===== src/rtl/midi_clock_lfo_phase_follower_unit_defines.svh =====
// ---------------------------------------------------------------------------
// midi clock lfo phase follower: assertion macros
// shared assertion wrappers, compiled out when ASSERT_OFF is defined
// ---------------------------------------------------------------------------
`ifndef MIDI_CLOCK_LFO_PHASE_FOLLOWER_UNIT_DEFINES_SVH
`define MIDI_CLOCK_LFO_PHASE_FOLLOWER_UNIT_DEFINES_SVH

`ifndef ASSERT_OFF
// checked only while out of reset
`define MCLF_ASSERT(name, clk, rstn, prop, msg) \
    name: assert property (@(posedge clk) disable iff (!rstn) prop) else $error(msg);
// checked on every edge, reset included
`define MCLF_ASSERT_ALWAYS(name, clk, prop, msg) \
    name: assert property (@(posedge clk) prop) else $error(msg);
`else
`define MCLF_ASSERT(name, clk, rstn, prop, msg)
`define MCLF_ASSERT_ALWAYS(name, clk, prop, msg)
`endif

`endif


===== src/rtl/mclf_pkg.sv =====
// ---------------------------------------------------------------------------
// mclf_pkg
// beat types, item kind codes and fixed constants of the phase follower
// ---------------------------------------------------------------------------
package mclf_pkg;

    // item kinds
    localparam logic [2:0] KIND_TICK     = 3'd0;
    localparam logic [2:0] KIND_SYNC     = 3'd1;
    localparam logic [2:0] KIND_START    = 3'd2;
    localparam logic [2:0] KIND_STOP     = 3'd3;
    localparam logic [2:0] KIND_CONTINUE = 3'd4;

    localparam logic [4:0]  QUARTER_LAST  = 5'd23;
    localparam logic [16:0] SUB_PER_PULSE = 17'd5461;
    localparam logic [31:0] INTERP_STEP   = 32'd682;

    typedef struct packed {
        logic [2:0] kind;
        logic [3:0] rate_select;
    } mclf_in_t;

    typedef struct packed {
        logic [12:0] phase_value;
        logic        is_running;
    } mclf_out_t;

    // commands from the top level to the gap timer
    typedef struct packed {
        logic tick;
        logic sync;
        logic stop;
    } mclf_gap_cmd_t;

endpackage


===== src/rtl/midi_clock_lfo_phase_follower_unit.sv =====
// ---------------------------------------------------------------------------
// midi_clock_lfo_phase_follower_unit
// follows a 24 ppqn sync clock and tracks a 13-bit lfo phase
// ---------------------------------------------------------------------------
// Input beats carry an item kind (time tick, sync pulse, start, stop,
// continue) and a rate select; every accepted beat yields exactly one
// result beat with the phase shifted right by the rate select and the
// running flag, both taken after the item has been applied.
// The state registers and the result register are loaded at the edge
// that accepts the beat, so m_valid rises on the next cycle. Throughput
// is one beat per cycle while the receiver keeps taking results; the
// whole update is a single pass of short logic with the 32-bit phase
// add and the output shifter as its longest path.
// s_ready is high while the result register is empty or being taken, so a
// new beat is accepted in the same cycle a pending result leaves. When the
// receiver stalls, the result holds and s_ready drops until it is taken.
// Synchronous reset empties the result register, clears the counters and
// phase, stops the follower, leaves the gap timer armed and sets the
// interpolation reload to 100. No clearing pass is needed.
// ---------------------------------------------------------------------------
`include "midi_clock_lfo_phase_follower_unit_defines.svh"

module midi_clock_lfo_phase_follower_unit
    import mclf_pkg::*;
#(
    parameter int COARSE_RATIO = 8,
    parameter int GAP_WIDTH    = 16
) (
    input  logic      aclk,
    input  logic      aresetn,
    input  logic      s_valid,
    output logic      s_ready,
    input  mclf_in_t  s_data,
    output logic      m_valid,
    input  logic      m_ready,
    output mclf_out_t m_data
);

    localparam logic [GAP_WIDTH-1:0] GAP_FULL     = {GAP_WIDTH{1'b1}};
    localparam logic [GAP_WIDTH-1:0] RELOAD_RESET = GAP_WIDTH'(100);

    logic                 s_accept;
    mclf_gap_cmd_t        gap_cmd;
    logic [GAP_WIDTH-1:0] gap_count;
    logic                 gap_good;

    logic                 running_reg, running_next;
    logic [4:0]           quarter_reg, quarter_next;
    logic [3:0]           measure_reg, measure_next;
    logic [31:0]          phase_reg, phase_next;
    logic [GAP_WIDTH-1:0] measured_gap_reg, measured_gap_next;
    logic [GAP_WIDTH-1:0] last_gap_reg, last_gap_next;
    logic [GAP_WIDTH-1:0] interp_reload_reg, interp_reload_next;
    logic [GAP_WIDTH-1:0] interp_count_reg, interp_count_next;
    logic                 interp_on_reg, interp_on_next;

    logic [4:0]           quarter_inc;
    logic [16:0]          quarter_phase;
    logic [31:0]          phase_shifted;
    logic                 m_valid_reg;
    mclf_out_t            m_data_reg;

    assign s_ready  = !m_valid_reg || m_ready;
    assign s_accept = s_valid && s_ready;

    assign gap_cmd.tick = s_accept && (s_data.kind == KIND_TICK);
    assign gap_cmd.sync = s_accept && (s_data.kind == KIND_SYNC);
    assign gap_cmd.stop = s_accept && (s_data.kind == KIND_STOP);

    mclf_gap_timer #(
        .COARSE_RATIO (COARSE_RATIO),
        .GAP_WIDTH    (GAP_WIDTH)
    ) u_gap_timer (
        .aclk      (aclk),
        .aresetn   (aresetn),
        .cmd       (gap_cmd),
        .gap_count (gap_count)
    );

    assign gap_good    = running_reg && (gap_count != '0) && (gap_count != GAP_FULL);
    assign quarter_inc = quarter_reg + 1'b1;

    always_comb begin
        running_next       = running_reg;
        quarter_next       = quarter_reg;
        measure_next       = measure_reg;
        phase_next         = phase_reg;
        measured_gap_next  = measured_gap_reg;
        last_gap_next      = last_gap_reg;
        interp_reload_next = interp_reload_reg;
        interp_count_next  = interp_count_reg;
        interp_on_next     = interp_on_reg;
        quarter_phase      = '0;
        if (s_accept) begin
            unique case (s_data.kind)
                KIND_TICK: begin
                    // interpolation steps between pulses, frozen on a zero reload
                    if (interp_on_reg && (interp_reload_reg != '0)) begin
                        if (interp_count_reg >= interp_reload_reg) begin
                            interp_count_next = '0;
                            phase_next        = phase_reg + INTERP_STEP;
                        end else begin
                            interp_count_next = interp_count_reg + 1'b1;
                        end
                    end
                end
                KIND_SYNC: begin
                    if (gap_good) begin
                        interp_reload_next = measured_gap_reg;
                        measured_gap_next  = gap_count;
                        last_gap_next      = gap_count;
                        interp_on_next     = 1'b1;
                    end
                    if (quarter_reg == QUARTER_LAST) begin
                        quarter_next = '0;
                        measure_next = measure_reg + 1'b1;
                    end else begin
                        quarter_next = quarter_inc;
                    end
                    // quarter part stays below 2^17, so the measure field just sits above it
                    quarter_phase     = 17'(17'(quarter_next) * SUB_PER_PULSE);
                    phase_next        = {11'd0, measure_next, quarter_phase};
                    interp_count_next = '0;
                end
                KIND_START: begin
                    running_next       = 1'b1;
                    quarter_next       = '0;
                    measure_next       = '0;
                    phase_next         = '0;
                    measured_gap_next  = last_gap_reg;
                    interp_reload_next = last_gap_reg;
                    interp_count_next  = '0;
                end
                KIND_STOP: begin
                    running_next   = 1'b0;
                    interp_on_next = 1'b0;
                end
                KIND_CONTINUE: begin
                    running_next = 1'b1;
                end
                default: begin
                end
            endcase
        end
    end

    assign phase_shifted = phase_next >> s_data.rate_select;

    always_ff @(posedge aclk) begin
        if (!aresetn) begin
            running_reg       <= 1'b0;
            quarter_reg       <= '0;
            measure_reg       <= '0;
            phase_reg         <= '0;
            measured_gap_reg  <= '0;
            last_gap_reg      <= '0;
            interp_reload_reg <= RELOAD_RESET;
            interp_count_reg  <= '0;
            interp_on_reg     <= 1'b0;
            m_valid_reg       <= 1'b0;
        end else begin
            running_reg       <= running_next;
            quarter_reg       <= quarter_next;
            measure_reg       <= measure_next;
            phase_reg         <= phase_next;
            measured_gap_reg  <= measured_gap_next;
            last_gap_reg      <= last_gap_next;
            interp_reload_reg <= interp_reload_next;
            interp_count_reg  <= interp_count_next;
            interp_on_reg     <= interp_on_next;
            if (s_accept) begin
                m_valid_reg <= 1'b1;
            end else if (m_ready) begin
                m_valid_reg <= 1'b0;
            end
        end
    end

    always_ff @(posedge aclk) begin
        if (s_accept) begin
            m_data_reg.phase_value <= phase_shifted[12:0];
            m_data_reg.is_running  <= running_next;
        end
    end

    assign m_valid = m_valid_reg;
    assign m_data  = m_data_reg;

    `MCLF_ASSERT(a_quarter_range, aclk, aresetn, quarter_reg <= QUARTER_LAST, "quarter out of range")
    `MCLF_ASSERT(a_interp_bounded, aclk, aresetn, interp_count_reg <= interp_reload_reg, "interpolation count above reload")
    `MCLF_ASSERT(a_beat_yields_result, aclk, aresetn, s_accept |=> m_valid_reg, "accepted beat left no result")
    `MCLF_ASSERT_ALWAYS(a_reset_empties, aclk, !aresetn |=> !m_valid_reg, "result valid after reset")

endmodule


===== src/rtl/mclf_gap_timer.sv =====
// ---------------------------------------------------------------------------
// mclf_gap_timer
// coarse timer measuring the gap between sync pulses, prescaled time ticks
// ---------------------------------------------------------------------------
`include "midi_clock_lfo_phase_follower_unit_defines.svh"

module mclf_gap_timer
    import mclf_pkg::*;
#(
    parameter int COARSE_RATIO = 8,
    parameter int GAP_WIDTH    = 16
) (
    input  logic                 aclk,
    input  logic                 aresetn,
    input  mclf_gap_cmd_t        cmd,
    output logic [GAP_WIDTH-1:0] gap_count
);

    localparam int PRE_W = (COARSE_RATIO > 1) ? $clog2(COARSE_RATIO) : 1;
    localparam logic [PRE_W-1:0]     PRE_LAST = PRE_W'(COARSE_RATIO - 1);
    localparam logic [GAP_WIDTH-1:0] GAP_FULL = {GAP_WIDTH{1'b1}};

    logic [PRE_W-1:0]     prescale_reg, prescale_next;
    logic [GAP_WIDTH-1:0] gap_count_reg, gap_count_next;
    logic                 gap_on_reg, gap_on_next;

    always_comb begin
        prescale_next  = prescale_reg;
        gap_count_next = gap_count_reg;
        gap_on_next    = gap_on_reg;
        if (cmd.sync) begin
            prescale_next  = '0;
            gap_count_next = '0;
            gap_on_next    = 1'b1;
        end else if (cmd.stop) begin
            prescale_next  = '0;
            gap_count_next = '0;
            gap_on_next    = 1'b0;
        end else if (cmd.tick && gap_on_reg) begin
            if (prescale_reg == PRE_LAST) begin
                prescale_next = '0;
                // overrun wraps to zero and parks the timer
                if (gap_count_reg == GAP_FULL) begin
                    gap_count_next = '0;
                    gap_on_next    = 1'b0;
                end else begin
                    gap_count_next = gap_count_reg + 1'b1;
                end
            end else begin
                prescale_next = prescale_reg + 1'b1;
            end
        end
    end

    always_ff @(posedge aclk) begin
        if (!aresetn) begin
            prescale_reg  <= '0;
            gap_count_reg <= '0;
            gap_on_reg    <= 1'b1;
        end else begin
            prescale_reg  <= prescale_next;
            gap_count_reg <= gap_count_next;
            gap_on_reg    <= gap_on_next;
        end
    end

    assign gap_count = gap_count_reg;

    `MCLF_ASSERT(a_parked_is_zero, aclk, aresetn, !gap_on_reg |-> (gap_count_reg == '0), "gap timer parked with nonzero count")
    `MCLF_ASSERT(a_sync_restarts, aclk, aresetn, cmd.sync |=> (gap_on_reg && gap_count_reg == '0 && prescale_reg == '0), "sync did not restart gap timer")

endmodule


===== config.mk =====
export PLATFORM = sky130hd
export DESIGN_NAME = midi_clock_lfo_phase_follower_unit
export DESIGN_NICKNAME = d
export VERILOG_FILES = /design/src/rtl/mclf_pkg.sv /design/src/rtl/midi_clock_lfo_phase_follower_unit.sv /design/src/rtl/mclf_gap_timer.sv
export VERILOG_INCLUDE_DIRS = /design/src /design/src/rtl
export SDC_FILE = /design/constraint.sdc
export NUM_CORES = 1
export LEC_CHECK = 0
export BUFFER_PORTS_ARGS = -buffer_cell sky130_fd_sc_hd__clkbuf_2
export CORE_MARGIN = 2
export CORE_UTILIZATION = 50
export DETAILED_ROUTE_END_ITERATION = 12
export HOLD_SLACK_MARGIN = 0.1
export PLACE_DENSITY = 0.78
export SLEW_MARGIN = 10
export SYNTH_ARGS = -nofsm -noshare
export SYNTH_HDL_FRONTEND = slang
export SYNTH_SLANG_ARGS = --single-unit

===== constraint.sdc =====
create_clock -name aclk -period 4.5 [get_ports aclk]
set_input_delay 0.675 -clock aclk [delete_from_list [all_inputs] [get_ports aclk]]
set_output_delay 0.675 -clock aclk [all_outputs]
set_load 0.005 [all_outputs]

**Yosys cells after proc, flatten, opt, wreduce, memory -nomap -nowiden**

Index checks and enable logic that the tools add are counted.

- Register bits after elaboration: 142
- Bits in latches: 0
- Bits in writable memories: 0
- ROM bits: 0
- Bits of input ports: 11
- Output and inout port bits: 16
- Logic and storage cells: 95
- Memories: 0

- Add/subtract/negate cells: 6
- Multipliers: 1
- Div/mod/pow operators: 0
- $lt $le $gt $ge: 1
- Eq/ne operators: 10
- Shift operators: 1
- Muxes and demuxes: 29
- Bitwise gates (word level): 1
- Reductions and logical operators: 31

Operators by type and width:

| kind | count |
|---|---|
| 2-to-1 mux 32 bit | 3 |
| one-hot mux 16 bit (2 select lines) | 3 |
| one-hot mux 32 bit (3 select lines) | 1 |
| 2-to-1 mux 16 bit | 5 |
| adder 16 x 1 -> 16 bit (second input constant) | 2 |
| adder 32 x 10 -> 32 bit (second input constant) | 1 |
| nonzero test 16 bit | 2 |
| right shift 32 x 4 -> 13 bit | 1 |
| multiplier 5 x 13 -> 17 bit (second input constant) | 1 |
| equality test 16 bit (second input constant) | 1 |
| >= comparator 16 bit | 1 |
| != test 16 bit (second input constant) | 1 |
| 2-to-1 mux 5 bit | 3 |
| AND reduction 3 bit | 5 |
| nonzero test 2 bit | 7 |
| one-hot mux 5 bit (2 select lines) | 1 |
| logical AND 1 bit | 8 |
| 2-to-1 mux 1 bit | 8 |
| one-hot mux 4 bit (2 select lines) | 1 |
| equality test 3 x 2 -> 1 bit (second input constant) | 2 |
| equality test 3 bit (second input constant) | 2 |
| OR reduction 2 bit | 3 |
| adder 5 x 1 -> 5 bit (second input constant) | 1 |
| equality test 5 bit (second input constant) | 1 |
| other kinds (14) | 16 |

**Logic depth before layout (Yosys ltp)**

Gate-level depths: netlist of run 1.

- Word-level depth: 8
- Gate-level depth with buffers: 21
- Gate-level depth less buffers: 20

**Cells and area by module**

A second synthesis of run 1 with hierarchy kept.

- Cell total of the unflattened synthesis: 1029
- Area, all modules: 8872.3 um^2

Modules (own cells, without submodules):

| module | times used | cells an instance | area each (um^2) | seq. area each (um^2) |
|---|---|---|---|---|
| midi_clock_lfo_phase_follower_unit | 1 | 922 | 7922.6 | 2502.4 |
| mclf_gap_timer | 1 | 107 | 949.7 | 400.4 |

**Worst setup path before layout of run 1**

Ideal clock, no wire load.

- Kind: register to register
- Start point: reg quarter_reg[0]
- End point: reg m_data_reg, in the netlist m_data[7], data pin
- Library setup time: 0.265 ns
- Arrival time: 4.106 ns
- Data required time: 4.235 ns
- Setup slack: 0.128 ns
- Stages on the path, launching flop included: 21
- Buffers on the path: 1
- Clock period less this slack: 4.372 ns
- Cells stage by stage: dfxtp_1 ha_1 clkbuf_1 and4b_1 a21oi_1 inv_1 ha_1 inv_1 fa_1 inv_1 ha_1 a21o_1 and3_1 o21ai_0 xor2_1 o31a_1 nand3_1 mux4_2 nor2_1 a311oi_1 or3_1

- Longest elaborated chain between the ends: 8
- Elaborated cells on any way between the ends: 10
- Those cells by class: add/sub: 1; mul: 1; eq/ne: 1; shift: 1; mux: 6

Ends and longest elaborated chain:

| element | line | source |
|---|---|---|
| from (decl) | midi_clock_lfo_phase_follower_unit.sv:48 | `logic [4:0] quarter_reg, quarter_next;` |
| from (signal assigned) | midi_clock_lfo_phase_follower_unit.sv:163 | `quarter_reg <= quarter_next;` |
| adder 5 x 1 -> 5 bit / equality test 5 bit (equally long branches) | midi_clock_lfo_phase_follower_unit.sv:81, midi_clock_lfo_phase_follower_unit.sv:114 |  |
| 2-to-1 mux 5 bit | midi_clock_lfo_phase_follower_unit.sv:114 | `if (quarter_reg == QUARTER_LAST) begin` |
| 2-to-1 mux 5 bit | midi_clock_lfo_phase_follower_unit.sv:95 | `unique case (s_data.kind)` |
| 2-to-1 mux 5 bit | midi_clock_lfo_phase_follower_unit.sv:94 | `if (s_accept) begin` |
| multiplier 5 x 13 -> 17 bit | midi_clock_lfo_phase_follower_unit.sv:121 | `quarter_phase = 17'(17'(quarter_next) * SUB_PER_PULSE);` |
| one-hot mux 32 bit (3 select lines) * | midi_clock_lfo_phase_follower_unit.sv:95 |  |
| 2-to-1 mux 32 bit * | midi_clock_lfo_phase_follower_unit.sv:94 |  |
| right shift 32 x 4 -> 13 bit * | midi_clock_lfo_phase_follower_unit.sv:147 | `assign phase_shifted = phase_next >> s_data.rate_select;` |
| net phase_shifted[6] | midi_clock_lfo_phase_follower_unit.sv:59 | `logic [31:0] phase_shifted;` |
| to (decl) | midi_clock_lfo_phase_follower_unit.sv:61 | `mclf_out_t m_data_reg;` |

The timed path passes the listed nets; every way through them passes the cells marked *. The select of a mux whose other input is x is not followed.
A chain may end at the register's enable or synchronous reset.

**Worst setup path in the final report of run 1**

Ends and elaborated chain as after synthesis.

==> results of run 1 <==
==> stage by stage <==
| stage | setup TNS (ps) | hold WS [ps] | setup slack (ps) | cell area (µm²) | util |
|---|---|---|---|---|---|
| after floorplan | 0 | 441 | 128 | 8780 | - |
| after global placement | 0 | 450 | 154 | 9030 | 0.524 |
| after detailed placement | -11.2 | 466 | -11.2 | 9030 | 0.524 |
| after CTS | 0 | 475 | 18.1 | 9570 | 0.555 |
| after global routing | -17.8 | 506 | -9.46 | 9670 | 0.561 |
| final | 0 | 467 | 172 | 9670 | 0.561 |
==> worst max-delay path, stage by stage, from the launching register on <==
cell      delay, ps
dfxtp_2         370
ha_4            160
xor2_1          340
ha_4            200
inv_1            50
fa_1            480
inv_1            60
ha_1            330
and3b_1         210
o211ai_1        270
a21oi_1         140
xnor2_1         160
a32oi_1         160
o21ai_1         130
mux4_2          480
nor2_1          120
a311oi_1         60
or3_1           370
==> worst max-delay path by stage <==
stage / start / end / slack (ps) / depth (start not counted)
2_1_floorplan: quarter_reg[0] / m_data[7] / 130 / 20
3_3_place_gp: quarter_reg[0] / m_data[7] / 150 / 19
3_5_place_dp: quarter_reg[0] / m_data[7] / -10 / 19
4_1_cts: quarter_reg[0] / m_data[7] / 20 / 19
5_1_grt: quarter_reg[0] / m_data[1] / -9 / 20
6_report: quarter_reg[0] / m_data[7] / 170 / 17
==> cell usage in the layout (no fill, tap or decap), types with 26 or more instances in the layout <==
| cell | count |
|---|---|
| nor3_1 | 31 |
| dfxtp_1 | 119 |
| nand2_1 | 83 |
| ha_1 | 32 |
| buf_4 | 32 |
| a21oi_1 | 92 |
| mux2i_1 | 35 |
| and3_1 | 31 |
| xor2_1 | 26 |
| a211oi_1 | 36 |
| inv_1 | 41 |
| clkbuf_2 | 26 |
| nand3_1 | 42 |
| nor2_1 | 162 |
==> per-layer routing <==
metal,global-route usage,routed length [µm],part of all wire
met3,0.0615,1990,0.088
met4,0.0966,512,0.023
met2,0.362,9750,0.43
met5,0,0,0
met1,0.355,10400,0.46
==> power by group through the flow <==
stage                     registers, W  logic [W]  clock network [W]
after global placement         0.00133   0.000282                  0
after CTS                      0.00130   0.000288            0.00131
final                          0.00130   0.000295            0.00130
after global routing           0.00131   0.000324            0.00137
after floorplan                0.00132   0.000215                  0
after detailed placement       0.00133   0.000287                  0
==> area by class of cell <==
class / instances / area (µm²)
fillers: 1521 / 7560
clock buffers: 23 / 478
repair buffers: 58 / 370
inverters: 44 / 165
flip-flops and latches: 138 / 2910
multi-input cells: 822 / 5410
clock inverters: 9 / 63.8
well taps: 225 / 282
==> repair_timing <==
action / in CTS / in global routing
setup endpoints to repair: 1 / 13
pin swaps: 0 / 6
endpoints found under the hold margin: 0 / 0
resized for setup: 1 / 23
setup buffers: 0 / 2
==> cell families (layout without fill, tap and decap cells) <==
logic type               count (synthesis)  in the layout  share of synthesized area
XOR/XNOR                                41             41                     0.0409
multiplexers                            51             51                     0.0684
AO/OA/AOI/OAI                          255            255                      0.202
buffers and inverters                  113            134                     0.0633
flip-flops                             138            138                      0.331
adder cells (fa/ha/maj)                 37             37                     0.0553
AND/OR/NAND/NOR                        438            438                      0.239
==> flow_metrics.tcl, run 1 <==
set metrics [dict create \
    routedWlPerCell_um 17.2 \
    hold_path_depth 2 \
    period_needed_ps 4330 \
    cp_data_required_time_ps 4670 \
    fin_skew_ps 11.3 \
    h-tree-depth 4 \
    fmax_mhz 231 \
    cts_tree "yes" \
    worstRegToRegCells 17 \
    syn_inst 1073 \
    cp-end-kind "register" \
    synthTopCellsByArea "dfxtp_1 (28%), nor2_1 (7.0%), a21oi_1 (5.4%)" \
    power.density_mw_per_mm2 299 \
    start_util 0.509 \
    drc 0 \
    num-nets-final 1129 \
    antenna_found_initial 0 \
    worstReg2RegStart "quarter_reg[0]" \
    synth_nets 1121 \
    worst_pin_slew_ps 1030 \
    clk-insertion-delay-late_ps 430 \
    p_int_w 0.00213 \
    power_frac_comb 0.102 \
    outcome "finished clean" \
    async_flop_share 0 \
    grt_pass1_vias 7392 \
    die_h_um 136 \
    cp_max_fo 4 \
    clockPowerShare 0.448 \
    routed_wl_um 22700 \
    ys_ff_latch 138 \
    slew_violations 0 \
    cts_made_buffers 17 \
    io_buffers 26 \
    ant_nets 0 \
    switchingPower_w 0.000763 \
    p_leak_nw 3.82 \
    clkTransAtPathRegs_ps 60 \
    instances_no_fill 1319 \
    max-cap-violations 0 \
    grt_overflow 0 \
    cts.sinks 138 \
    final-hold-violation-count 0 \
    seq_area_frac_synth 0.331 \
    first_iter_violations 825 \
    grt_usage 0.250 \
    gp_congestion 1.04 \
    dr_total_vias 8063 \
    seq_power_share 0.450 \
    ios 27 \
    synth_most_common_cell "nor2_1" \
    hp-class "register to register" \
    synth_common_cells "nor2_1 (163), dfxtp_1 (124), a21oi_1 (94), nand2_1 (85), clkbuf_1 (43)" \
    reg2reg_slack_ps 170 \
    yosys_warnings 0 \
    p_total_w 0.00290 \
    antenna-diode-count 0 \
    largest_reg_flops 28 \
    synth_top_area_cell "dfxtp_1" \
    mappedNetlistArea_mm2 0.00878 \
    syn_to_final_growth_pct 10.2 \
    grt_pass1_wl_um 37200 \
    drive_above_1_share 0.141 \
    timing.rr.end "m_data[7]" \
    netSwitchingFraction 0.263 \
    first_pass_iters 6 \
    syn_avg_cell_area_um2 8.18 \
    clockBufferDepth 2 \
    min_period_over_period 0.962 \
    synth_edf_count 14 \
    post-dp-hpwl_um 16000 \
    whs_endpoint "u_gap_timer.prescale_reg[2]" \
    synthDistinctLibCells 90 \
    synth_top_area_frac 0.283 \
    die_w_um 136 \
    cts_root_buffer "clkbuf_16" \
    cp_data_arrival_time_ps 4490 \
    die_area_mm2 0.0186 \
    synth_ff_type "dfxtp_1" \
    hold_start "u_gap_timer.prescale_reg[2]" \
    core.rowCount 48 \
    relSlewSlack 0.311 \
    critPathLaunchType "register" \
    placed_cells 1285 \
    finalSetupViolCount 0 \
    grt_max_degree 65 \
    cts_hold_buf 0 \
    core-area_mm2 0.0172 \
    ir_drop_mv 0.258 \
    vias_per_cell 6.11 \
    crit_type "register to register" \
]
No activity file was read; power rests on OpenSTA's default activity.
==> run 2, diff against run 1 <==
Settings changed: RECOVER_POWER from default to 25.
==> flow_metrics.tcl, run 2 (synthesis gave the netlist of run 1 again) <==
set metrics [dict create \
    max-cap-violations 1 \
    power_frac_comb 0.101 \
    die_w_um 136 \
    clockPowerShare 0.448 \
    final-hold-violation-count 0 \
    grt_pass1_wl_um 37200 \
    clockBufferDepth 2 \
    violations "capacitance limit, slew limit" \
    worst_pin_slew_ps 1750 \
    h-tree-depth 4 \
    gp_congestion 1.04 \
    cts_root_buffer "clkbuf_16" \
    ios 27 \
    routedWlPerCell_um 17.2 \
    power.density_mw_per_mm2 299 \
    fmax_mhz 230 \
    hold_ws_ps 466 \
    min_period_over_period 0.967 \
    ant_nets 0 \
    antenna_found_initial 0 \
    crit_family "adder cells" \
    start_util 0.509 \
    syn_to_final_growth_pct 10.0 \
    die_area_mm2 0.0186 \
    seq_power_share 0.451 \
    drc 0 \
    clkTransAtPathRegs_ps 60 \
    routed_wl_um 22700 \
    hp-class "register to register" \
    grt_overflow 0 \
    drive_above_1_share 0.127 \
    clk-insertion-delay-late_ps 430 \
    vias_per_cell 6.17 \
    post-dp-hpwl_um 16000 \
    slowest_delay_ps 480 \
    cp_data_arrival_time_ps 4520 \
    slew_violations 52 \
    cts.sinks 138 \
    largest_reg_flops 28 \
    path_cells "ha_4 -> xor2_1 -> ha_4 -> inv_1 -> fa_1 -> inv_1 -> ha_1 -> and3b_1 -> o211ai_1 -> a21oi_1 -> xnor2_1 -> a32oi_1 -> o21ai_1 -> mux4_2 -> nor2_1 -> a311oi_1 -> or3_1" \
    p_int_w 0.00213 \
    first_iter_violations 843 \
    grt_max_degree 65 \
    critPathSlowestCell "fa_1" \
    switchingPower_w 0.000761 \
    ir_drop_mv 0.257 \
    dr_total_vias 8133 \
    netSwitchingFraction 0.263 \
    outcome "complete, but fails checks" \
    cp-end-kind "register" \
    final_common_cell "nor2_1" \
    final_cell_mix "nor2_1 (162), dfxtp_1 (119), a21oi_1 (92)" \
    cp_max_fo 4 \
    core.rowCount 48 \
    first_pass_iters 8 \
    cts_tree "yes" \
    antenna-diode-count 0 \
    grt_usage 0.250 \
    fin_skew_ps 9.93 \
    finalSetupViolCount 0 \
    critPathLaunchType "register" \
    num-nets-final 1129 \
    cts_hold_buf 0 \
    relSlewSlack -0.167 \
    fin_setup_tns_ps 0 \
    grt_pass1_vias 7392 \
    cp_data_required_time_ps 4670 \
    die_h_um 136 \
    crit_type "register to register" \
    cts_made_buffers 17 \
    crit_buf_inv 2 \
    p_leak_nw 3.78 \
    core-area_mm2 0.0172 \
    io_buffers 26 \
    period_needed_ps 4350 \
]
==> run 2: cell counts in the layout (fill, tap and decap cells not counted) <==
Identical to the previous run, type by type.
==> run 2: worst min-delay path, stage by stage (launching register included) <==
cell and delay [ps]:
dfxtp_1 310, nand2_1 50, a21oi_1 50
==> run 2: what timing repair did <==
item                       4_1_cts  5_1_grt
pin swaps                        0        6
gates resized for setup          1       23
setup buffers                    0        2
setup endpoints to repair        1       13
==> run 2: metrics by stage <==
step	cell area (µm²)	std cells	util	total power, W	setup slack, ps
5_1_grt	9660	1319	0.560	0.00299	-9.46
4_1_cts	9570	1317	0.555	0.00290	18.1
2_1_floorplan	8780	1073	-	0.00154	128
3_5_place_dp	9030	1285	0.524	0.00162	-11.2
6_report	9660	1319	0.560	0.00289	147
3_3_place_gp	9030	1285	0.524	0.00161	154
==> run 2: layer usage <==
layer  vias to the layer above  global-route usage  share of wire
li1                       3913                   -              -
met5                         -                   0              0
met3                        60              0.0615          0.089
met4                         0              0.0966          0.028
met2                       378               0.362           0.42
met1                      3782               0.355           0.46
==> run 2: layout make-up <==
class / instances / area [µm²]
Sequential cell: 138 / 2910
Timing Repair Buffer: 58 / 353
Multi-Input combinational cell: 822 / 5410
Fill cell: 1521 / 7580
Inverter: 44 / 165
Tap cell: 225 / 282
Clock buffer: 23 / 478
Clock inverter: 9 / 63.8
==> run 2: power groups by stage <==
| stage | sequential, W | combinational, W | clock (W) |
|---|---|---|---|
| floorplan | 0.00132 | 0.000215 | 0 |
| global placement | 0.00133 | 0.000282 | 0 |
| detailed placement | 0.00133 | 0.000287 | 0 |
| CTS | 0.00130 | 0.000288 | 0.00131 |
| global route | 0.00131 | 0.000321 | 0.00137 |
| finish | 0.00130 | 0.000293 | 0.00130 |
==> run 2: path summary, 6_finish.rpt <==
check,startpoint,to,slack (ps),cells after the start
setup / recovery,quarter_reg[0],m_data[7],150,17
hold / removal,u_gap_timer.prescale_reg[2],u_gap_timer.prescale_reg[2],470,2
setup reg to reg,quarter_reg[0],m_data[7],150,17
hold reg to reg,u_gap_timer.prescale_reg[2],u_gap_timer.prescale_reg[2],470,2
